## src/rtl/som_vcell.sv

```systemverilog
// One cell of the training vector ring: holds one component and hands it on.
// Depends on nothing else.
`timescale 1ns / 1ps
module som_vcell (
    input  logic        i_clk,
    input  logic        i_ld,
    input  logic [15:0] i_ld_val,
    input  logic        i_shift,
    input  logic [15:0] i_next,
    output logic [15:0] o_val
);

    logic [15:0] r_val;

    // A direct write wins over the ring shift.
    always_ff @(posedge i_clk) begin
        if (i_ld) begin
            r_val <= i_ld_val;
        end else if (i_shift) begin
            r_val <= i_next;
        end
    end

    assign o_val = r_val;

endmodule

```

## config.mk

```make
export PLATFORM = sky130hd
export DESIGN_NAME = som_vcell
export DESIGN_NICKNAME = d
export VERILOG_FILES = /design/src/rtl/som_vcell.sv
export SDC_FILE = /design/constraint.sdc
export NUM_CORES = 1
export LEC_CHECK = 0
export BUFFER_PORTS_ARGS = -buffer_cell sky130_fd_sc_hd__clkbuf_2
export CAP_MARGIN = 30
export CORE_AREA = 5 5 49 51
export CTS_BUF_LIST = sky130_fd_sc_hd__clkbuf_2
export CTS_CLUSTER_DIAMETER = 80
export DETAILED_ROUTE_END_ITERATION = 7
export DIE_AREA = 0 0 54 56
export GPL_TIMING_DRIVEN = 0
export PLACE_DENSITY = 0.75
export SLEW_MARGIN = 5
export SYNTH_ARGS = -nofsm -noshare
export SYNTH_HDL_FRONTEND = slang
export SYNTH_SLANG_ARGS = --single-unit
```

## constraint.sdc

```tcl
create_clock -name i_clk -period 2 [get_ports i_clk]
set_input_delay 0.6 -clock i_clk [delete_from_list [all_inputs] [get_ports i_clk]]
set_output_delay 0.6 -clock i_clk [all_outputs]
set_load 0.03 [all_outputs]
```

# After elaboration in Yosys (flattened, before gate mapping)
# Cells that the tools add are included.
# totals
ff_bits,16
in_bits,35
output_inout_bits,16
wordCells,4
# op_classes
mux,2
reduce_logical,1
# ops
op,n
$mux W16,2
$reduce_bool A2 Y1,1

# Logic depth before layout (Yosys ltp)
# Gate-level depths: netlist of run 1.
# depth
ltp_word,2
ltp_mapped,3
mapped_depth_nobuf,1

# Least setup slack after synthesis of run 1
# Ideal clock, no wire load.
# synth_path
path_kind,input -> register
start,input port i_ld
end,"register r_val[0], in the netlist o_val[0], enable pin"
setup_ns,0.373
arrival_time_ns,1.268
required_ns,1.627
setup_slack_ns,0.359
path_stages,3
n_path_buf,2
path_cell_list,buf_6 buf_12 or2_1
# synth_via
elab_chain_len,1
# synth_rtl
element,line,rtl
from (decl),6,"input logic i_ld,"
$reduce_bool A2 Y1 (no line),n/a,
to (signal assigned),18,r_val <= i_ld_val;
to (signal assigned),20,r_val <= i_next;
to (decl),13,logic [15:0] r_val;
# No other way between the ends.
# A chain may end at the register's enable or synchronous reset.

# Worst setup path in the final report of run 1
# layout_path
start,"register r_val[2], in the netlist o_val[2]"
end,output port o_val[2]
# layout_rtl
element,line,rtl
to (decl),10,output logic [15:0] o_val
# No word-level cell between the ends.

==> flow_metrics.env, run 1 <==
export IMPL_syn_nets=70
export IMPL_drt_drc_violations_left=0
export IMPL_crit_family="flip-flops"
export IMPL_detail_route_vias_per_cell=4.16
export IMPL_drt_iter0_drc=4
export IMPL_core_area_um2=1900
export IMPL_critical_path_cell_with_the_highest_stage_delay="sky130_fd_sc_hd__edfxtp_1"
export IMPL_grt_start_max_net_pins=17
export IMPL_ant_nets=0
export IMPL_worst_ir_drop_vdd_mv=0.320
export IMPL_critPathMaxFanout=1
export IMPL_hold_viol_final=0
export IMPL_holdCritPathClass="primary input to flop"
export IMPL_h_tree_depth=1
export IMPL_cts_root_buffer_cell="sky130_fd_sc_hd__clkbuf_2"
export IMPL_max_reg_flops=16
export IMPL_layout_drive_gt1_share_pct=79.5
export IMPL_ctsResizeCount=0
export IMPL_routed_wl_um=1400
export IMPL_fin_crit_sh_pct=73.6
export IMPL_clock_path_buffers=2
export IMPL_number_of_iterations_in_the_first_detailed_routing_pass=2
export IMPL_ys_seq_elements=16
export IMPL_tritoncts="built"
export IMPL_die_area_um2=3020
export IMPL_post_cts_repair_setup_buffers=0
export IMPL_setup_total_negative_slack_ns=0
export IMPL_grt_pass1_vias=460
export IMPL_timing_worst_slew_pin_value_ns=0.644
export IMPL_startpoint_type_of_the_worst_setup_path="flop"
export IMPL_most_frequent_cells_in_the_layout="52 x sky130_fd_sc_hd__clkbuf_2, 16 x sky130_fd_sc_hd__edfxtp_1, 9 x sky130_fd_sc_hd__mux2_4, 7 x sky130_fd_sc_hd__mux2_2"
export IMPL_max_slew_margin_pct=57.1
export IMPL_hold_fix_buffers_at_cts=0
export IMPL_placement_setup_worst_slack_ns=0.201
export IMPL_fin_nets=124
export IMPL_wl_met2_um=722
export IMPL_status="completed"
export IMPL_grt_overflow_total=0
export IMPL_worst_setup_path_type="flop to output port"
export IMPL_grt_pass1_wl_um=1920
export IMPL_crit_path_arrival_time_ns=0.87
export IMPL_detail_route_wl_per_cell_um=12.2
export IMPL_initial_core_utilization_pct=38.5
export IMPL_die_w_um=54
export IMPL_die_h_um=56
export IMPL_grt_setup_unrepaired="no"
export IMPL_final_max_slew_viol_count=0
export IMPL_crit_path_end_kind="output port"
export IMPL_port_buffers=49
export IMPL_mostFrequentLayoutCell="sky130_fd_sc_hd__clkbuf_2"
export IMPL_drv_max_cap_violation_count=0
export IMPL_whs_ns=0.606
export IMPL_vias=478
export IMPL_synth_seq_area_share_pct=65.6
export IMPL_synth_yosys_warnings=0
export IMPL_routabilityCongestion=0.686
export IMPL_synth_distinct_cells=6
export IMPL_postPlaceCellArea_um2=1010
export IMPL_pin_count=51
export IMPL_wl_met3_um=244
export IMPL_worstPathCellList="clkbuf_2"
export IMPL_cts_sink_count=16
export IMPL_crit_required_ns=1.40
export IMPL_top_signal_layer_used="met3"
export IMPL_drt_met1_wl_um=432
export IMPL_timing_critical_path_buf_inv=1
export IMPL_mappedNetlistArea_um2=732
export IMPL_final_critical_path_setup_slack_ns=0.528
export IMPL_max_freq_ghz=0.679
export IMPL_setup_viol_count_final=0
export IMPL_grt_use_total_pct=9.20
export IMPL_clk_transition_reported_paths_ns=0.15
export IMPL_initial_antenna_violation_count=0
export IMPL_synthesis_instances=35
export IMPL_postLayoutCellArea_um2=1030
export IMPL_row_count=16
export IMPL_critPathMaxStageDelay_ns=0.41
export IMPL_cellPowerDensity_nw_per_um2=733
export IMPL_avgSynthCellArea_um2=20.9
export IMPL_leakage_power_figure_uw=0.000499
export IMPL_n_antenna_cell=0
export IMPL_area_delta_synth_final_pct=40.7
export IMPL_finalWorstPathRequiredPeriod_ns=1.47
export IMPL_cts_inserted_buffers=3
per-layer routing:
metal,vias to the layer above,track usage [%]
li1,241,-
met3,0,3.75
met1,203,8.14
met5,-,0
met4,0,5.34
met2,34,16.4
path summary, 6_finish.rpt:
kind	to	depth (start not counted)	startpoint	slack, ns
worst min-delay path	o_val[12]	2	i_next[12]	0.61
worst max-delay path	o_val[2]	1	o_val[2]	0.53
synth_stat cells (all sizes together):
library cell   n  area share, %
mux2          16             29
or2            1           0.86
buf            2            4.3
edfxtp        16             66
per-stage QoR:
step / total power, µW / util [%] / cells
final: 755 / 54.1 / 115
after global routing: 793 / 54.1 / 115
after CTS: 766 / 54.1 / 115
after detailed placement: 629 / 53.2 / 111
after global placement: 625 / 53.2 / 111
after floorplan: 558 / - / 35
area by class of cell:
cell class	instances	area, µm²
Buffer	2	31.3
Clock buffer	3	15.0
Clock inverter	1	3.75
Fill cell	166	872
Multi-Input combinational cell	17	220
Sequential cell	16	480
Tap cell	27	33.8
Timing Repair Buffer	49	245
cell families after synthesis:
family                 share of synthesized area (%)
muxes                                           29.2
DFF                                             65.6
buffers and inverters                           4.27
and+or+nand+nor                                0.855
report_power, final:
| part | total [µW] | leakage [µW] | internal, µW | switching, µW |
|---|---|---|---|---|
| Sequential | 420 | 0.000163 | 411 | 8.81 |
| Combinational | 198 | 0.000322 | 82.6 | 115 |
| Clock | 137 | 0.0000140 | 43.5 | 93.6 |
| Total | 755 | 0.000499 | 537 | 218 |
Power figures use the tool's default switching activity.
==> run 2: changes to the inputs <==
- ABC_AREA: not set -> 1
- CORE_AREA: 5 5 49 51 -> 5 5 51 53
- DIE_AREA: 0 0 54 56 -> 0 0 56 58
- PLACE_DENSITY: 0.75 -> 0.72
- clock period: 2 -> 1.3 ns (I/O delays scaled with it)
==> flow_metrics.env, run 2 <==
export IMPL_cts_sink_count=16
export IMPL_layout_drive_gt1_share_pct=50.8
export IMPL_timing_critical_path_to="o_val[0]"
export IMPL_cellPowerDensity_nw_per_um2=1120
export IMPL_syn_nets=104
export IMPL_synth_top_cell_by_area="sky130_fd_sc_hd__edfxtp_1"
export IMPL_area_delta_synth_final_pct=47.4
export IMPL_ant_nets=0
export IMPL_pin_count=51
export IMPL_sw_frac_of_total_pct=30.7
export IMPL_hold_viol_final=0
export IMPL_grt_busiest_layer="met2"
export IMPL_synth_top_cells_by_count="43 x sky130_fd_sc_hd__nand2_1, 16 x sky130_fd_sc_hd__edfxtp_1, 5 x sky130_fd_sc_hd__nand2_2, 2 x sky130_fd_sc_hd__buf_6"
export IMPL_initial_antenna_violation_count=0
export IMPL_detail_route_vias_per_cell=4.29
export IMPL_clock_power_share_pct=18.0
export IMPL_grt_start_max_net_pins=17
export IMPL_synth_top_cell_area_share_pct=65.8
export IMPL_top_count_cell_post_synth="sky130_fd_sc_hd__nand2_1"
export IMPL_status="completed"
export IMPL_cp_num_cells=1
export IMPL_avgSynthCellArea_um2=10.6
export IMPL_routed_wl_um=1850
export IMPL_crit_path_arrival_time_ns=0.88
export IMPL_synth_distinct_cells=7
export IMPL_crit_required_ns=0.91
export IMPL_number_of_iterations_in_the_first_detailed_routing_pass=4
export IMPL_grt_util_met3_pct=4.68
export IMPL_initial_core_utilization_pct=34.7
export IMPL_dp_hpwl_um=1430
export IMPL_ys_async_sr_fraction_pct=0
export IMPL_fillers=205
export IMPL_mappedNetlistArea_um2=731
export IMPL_sequential_power_share_pct=54.0
export IMPL_grt_use_total_pct=11.0
export IMPL_worstPathCellList="clkbuf_8"
export IMPL_grt_pass1_vias=573
export IMPL_placement_setup_worst_slack_ns=0.162
export IMPL_die_area_um2=3250
export IMPL_number_of_synthesized_flops_with_an_enable_pin=16
export IMPL_port_buffers=49
export IMPL_max_reg_flops=16
export IMPL_fin_nets=158
export IMPL_cts_root_buffer_cell="sky130_fd_sc_hd__clkbuf_2"
export IMPL_most_frequent_cells_in_the_layout="43 x sky130_fd_sc_hd__nand2_1, 38 x sky130_fd_sc_hd__clkbuf_2, 16 x sky130_fd_sc_hd__edfxtp_1, 7 x sky130_fd_sc_hd__buf_6, 6 x sky130_fd_sc_hd__buf_2"
export IMPL_synth_seq_area_share_pct=65.8
export IMPL_n_antenna_cell=0
export IMPL_mostFrequentLayoutCell="sky130_fd_sc_hd__nand2_1"
export IMPL_cts_inserted_buffers=3
export IMPL_max_freq_ghz=0.787
export IMPL_grt_overflow_total=0
export IMPL_core_area_um2=2110
export IMPL_finalWorstPathRequiredPeriod_ns=1.27
export IMPL_die_h_um=58
export IMPL_synth_yosys_warnings=0
export IMPL_critPathMaxFanout=1
export IMPL_vias=644
export IMPL_routabilityCongestion=0.772
export IMPL_drt_iter0_drc=12
export IMPL_met2_usage_pct=17.4
export IMPL_timing_critical_path_from="o_val[0]"
export IMPL_critPathMaxStageDelay_ns=0.42
export IMPL_setup_viol_count_final=0
export IMPL_ys_seq_elements=16
export IMPL_h_tree_depth=1
export IMPL_worst_setup_path_type="flop to output port"
export IMPL_power_combinational_fraction_pct=28.0
export IMPL_clk_transition_reported_paths_ns=0.16
export IMPL_detail_route_wl_per_cell_um=12.3
export IMPL_final_critical_path_setup_slack_ns=0.0296
export IMPL_grt_setup_unrepaired="yes"
export IMPL_timing_worst_slew_pin_value_ns=0.217
export IMPL_grt_pass1_wl_um=2730
export IMPL_clock_path_buffers=2
export IMPL_power_switching_uw=370
export IMPL_fin_crit_sh_pct=97.7
export IMPL_postSynth_topFlopCell="sky130_fd_sc_hd__edfxtp_1"
export IMPL_row_count=17
export IMPL_leakage_power_figure_uw=0.000567
export IMPL_synthesis_instances=69
export IMPL_drv_max_cap_violation_count=0
export IMPL_crit_path_end_kind="output port"
export IMPL_holdCritPathClass="primary input to flop"
export IMPL_intPower_uw=834
export IMPL_tritoncts="built"
export IMPL_crit_family="flip-flops"
export IMPL_global_route_met1_usage_pct=13.0
export IMPL_critical_path_cell_with_the_highest_stage_delay="sky130_fd_sc_hd__edfxtp_1"
export IMPL_startpoint_type_of_the_worst_setup_path="flop"
export IMPL_timing_critical_path_buf_inv=1
export IMPL_max_slew_margin_pct=85.5
export IMPL_drt_drc_violations_left=0
export IMPL_final_max_slew_viol_count=0
export IMPL_worst_ir_drop_vdd_mv=0.419
export IMPL_post_synth_main_area_contributors="sky130_fd_sc_hd__edfxtp_1 66%, sky130_fd_sc_hd__nand2_1 22%, sky130_fd_sc_hd__nand2_2 4.3%"
export IMPL_die_w_um=56
export IMPL_setup_total_negative_slack_ns=0
run 2: changes by cell type in the layout (fill, tap and decap cells not counted), sizes merged:
cell    previous run  this run
clkbuf            52        39
inv                0         1
nand2              0        48
buf                2        16
mux2              16         0
run 2: timing repair:
action / in CTS / in global routing
pin swaps: 0 / 0
gates resized for setup: 2 / 32
setup endpoints to repair: 1 / 14
setup buffers: 0 / 0
hold buffers: 0 / 0
run 2: stage by stage:
step	cell area [µm²]	std cells	power (µW)	util, %	hold WS [ns]
final	1080	150	1200	51.2	0.366
after detailed placement	1010	146	968	48.1	0.666
after CTS	1040	150	1190	49.4	0.350
after global placement	1010	146	958	48.1	0.656
after global routing	1080	150	1270	51.2	0.341
after floorplan	733	69	850	-	0.563
run 2: how the worst min path moves through the flow:
| stage | from | to | slack, ns | cells past startpoint |
|---|---|---|---|---|
| final | i_next[2] | o_val[2] | 0.37 | 3 |
| after global routing | i_next[5] | o_val[5] | 0.34 | 3 |
| after global placement | i_next[13] | o_val[13] | 0.66 | 3 |
| after CTS | i_next[2] | o_val[2] | 0.35 | 3 |
| after floorplan | i_next[10] | o_val[10] | 0.56 | 2 |
| after detailed placement | i_next[2] | o_val[2] | 0.67 | 3 |
run 2: cell families after synthesis:
family / after synthesis / synth area share, %
buf+inv: 4 / 7.02
flops: 16 / 65.8
simple gates: 49 / 27.2
run 2: layout make-up:
| type | count | area [µm²] | share of cell area (%) |
|---|---|---|---|
| Sequential cell | 16 | 480 | 44.6 |
| Tap cell | 28 | 35.0 | 3.25 |
| Clock inverter | 1 | 3.75 | 0.348 |
| Multi-Input combinational cell | 49 | 201 | 18.7 |
| Clock buffer | 3 | 15.0 | 1.39 |
| Inverter | 1 | 8.76 | 0.813 |
| Buffer | 3 | 42.5 | 3.95 |
| Timing Repair Buffer | 49 | 290 | 26.9 |
run 2: routing by layer:
metal | vias to the layer above | part of all wire (%)
met5 | - | 0
met4 | 0 | 1.2
met3 | 2 | 9.4
met2 | 32 | 49
met1 | 283 | 40
li1 | 327 | -
run 2: power groups by stage:
stage / clock (µW) / sequential (µW) / combinational (µW)
final: 217 / 650 / 337
after global routing: 257 / 654 / 358
after CTS: 229 / 648 / 314
after detailed placement: 0 / 660 / 308
after global placement: 0 / 656 / 302
after floorplan: 0 / 778 / 71.5
==> run 3: changes to the inputs <==
- RECOVER_POWER: not set -> 25
==> flow_metrics.env, run 3 (same netlist as run 2, synthesis figures left out) <==
export IMPL_grt_busiest_layer="met2"
export IMPL_n_antenna_cell=0
export IMPL_grt_overflow_total=0
export IMPL_holdCritPathClass="primary input to flop"
export IMPL_max_slew_margin_pct=67.3
export IMPL_initial_antenna_violation_count=0
export IMPL_tritoncts="built"
export IMPL_grt_start_max_net_pins=17
export IMPL_die_w_um=56
export IMPL_clock_path_buffers=2
export IMPL_critPathMaxFanout=1
export IMPL_initial_core_utilization_pct=34.7
export IMPL_most_frequent_cells_in_the_layout="43 x sky130_fd_sc_hd__nand2_1, 39 x sky130_fd_sc_hd__clkbuf_2, 16 x sky130_fd_sc_hd__edfxtp_1, 6 x sky130_fd_sc_hd__buf_2"
export IMPL_vias=635
export IMPL_global_route_met1_usage_pct=13.0
export IMPL_core_area_um2=2110
export IMPL_die_area_um2=3250
export IMPL_multiInputGateArea_um2=201
export IMPL_hold_fix_buffers_at_cts=0
export IMPL_startpoint_type_of_the_worst_setup_path="flop"
export IMPL_detail_route_vias_per_cell=4.23
export IMPL_crit_path_arrival_time_ns=0.87
export IMPL_crit_path_end_kind="output port"
export IMPL_worst_ir_drop_vdd_mv=0.419
export IMPL_fillers=208
export IMPL_ant_nets=0
export IMPL_whs_ns=0.370
export IMPL_pin_count=51
export IMPL_drt_iter0_drc=17
export IMPL_drt_drc_violations_left=0
export IMPL_crit_required_ns=0.91
export IMPL_totalPowerFinal_uw=1190
export IMPL_die_h_um=58
export IMPL_grt_util_met3_pct=4.68
export IMPL_clk_transition_reported_paths_ns=0.15
export IMPL_post_cts_repair_setup_buffers=0
export IMPL_critical_path_cell_with_the_highest_stage_delay="sky130_fd_sc_hd__edfxtp_1"
export IMPL_met2_usage_pct=17.4
export IMPL_worstPathCellList="clkbuf_8"
export IMPL_finalWorstPathRequiredPeriod_ns=1.26
export IMPL_timing_worst_slew_pin_value_ns=0.490
export IMPL_cts_root_buffer_cell="sky130_fd_sc_hd__clkbuf_2"
export IMPL_drv_max_cap_violation_count=0
export IMPL_hold_viol_final=0
export IMPL_dp_hpwl_um=1430
export IMPL_routed_wl_um=1810
export IMPL_grt_use_total_pct=11.0
export IMPL_cts_sink_count=16
export IMPL_area_delta_synth_final_pct=45.5
export IMPL_fin_nets=158
export IMPL_row_count=17
export IMPL_mostFrequentLayoutCell="sky130_fd_sc_hd__nand2_1"
export IMPL_number_of_iterations_in_the_first_detailed_routing_pass=4
export IMPL_final_max_slew_viol_count=0
export IMPL_cts_inserted_buffers=3
export IMPL_max_freq_ghz=0.792
export IMPL_timing_critical_path_buf_inv=1
export IMPL_grt_pass1_wl_um=2730
export IMPL_max_reg_flops=16
export IMPL_fin_crit_sh_pct=97.1
export IMPL_grt_setup_unrepaired="yes"
export IMPL_status="completed"
export IMPL_crit_family="flip-flops"
export IMPL_grt_pass1_vias=573
export IMPL_worst_setup_path_type="flop to output port"
export IMPL_detail_route_wl_per_cell_um=12.1
export IMPL_critPathMaxStageDelay_ns=0.42
export IMPL_routabilityCongestion=0.772
export IMPL_layout_drive_gt1_share_pct=50.0
export IMPL_ctsResizeCount=2
export IMPL_h_tree_depth=1
export IMPL_port_buffers=49
export IMPL_leakage_power_figure_uw=0.000561
export IMPL_setup_viol_count_final=0
export IMPL_regArea_um2=480
export IMPL_cellPowerDensity_nw_per_um2=1120
run 3: changes by cell type in the layout (fill, tap and decap cells not counted):
cell / previous run / this run
sky130_fd_sc_hd__clkbuf_1: 0 / 1
sky130_fd_sc_hd__buf_6: 7 / 5
sky130_fd_sc_hd__clkbuf_2: 38 / 39
run 3: layout make-up:
| cell class | instances | share of cell area [%] |
|---|---|---|
| Multi-Input combinational cell | 49 | 18.9 |
| Buffer | 3 | 2.71 |
| Inverter | 1 | 0.824 |
| Tap cell | 28 | 3.29 |
| Clock buffer | 3 | 1.41 |
| Clock inverter | 1 | 0.353 |
| Sequential cell | 16 | 45.2 |
| Timing Repair Buffer | 49 | 27.3 |
run 3: per-layer routing:
metal	vias to the layer above	wire [µm]
met4	0	23
li1	325	-
met1	276	706
met2	32	910
met3	2	174
met5	-	0
run 3: final timing paths:
| check | startpoint | depth (start not counted) | slack (ns) | to |
|---|---|---|---|---|
| min | i_next[2] | 3 | 0.37 | o_val[2] |
| max | o_val[0] | 1 | 0.04 | o_val[0] |
run 3: power by group:
part	total, µW	internal, µW	switching (µW)
logic	331	130	201
clock network	213	66.9	147
registers	650	633	17.6
total	1190	829	365
run 3: per-stage QoR:
step / setup WS [ns] / cell area, µm² / TNS [ns] / cells / utilization, %
after floorplan: 0.203 / 733 / 0 / 69 / -
after global placement: 0.167 / 1010 / 0 / 146 / 48.1
after detailed placement: 0.162 / 1010 / 0 / 146 / 48.1
after CTS: -0.000860 / 1040 / -0.000860 / 150 / 49.4
after global routing: -0.0305 / 1060 / -0.0537 / 150 / 50.5
final: 0.0380 / 1060 / 0 / 150 / 50.5
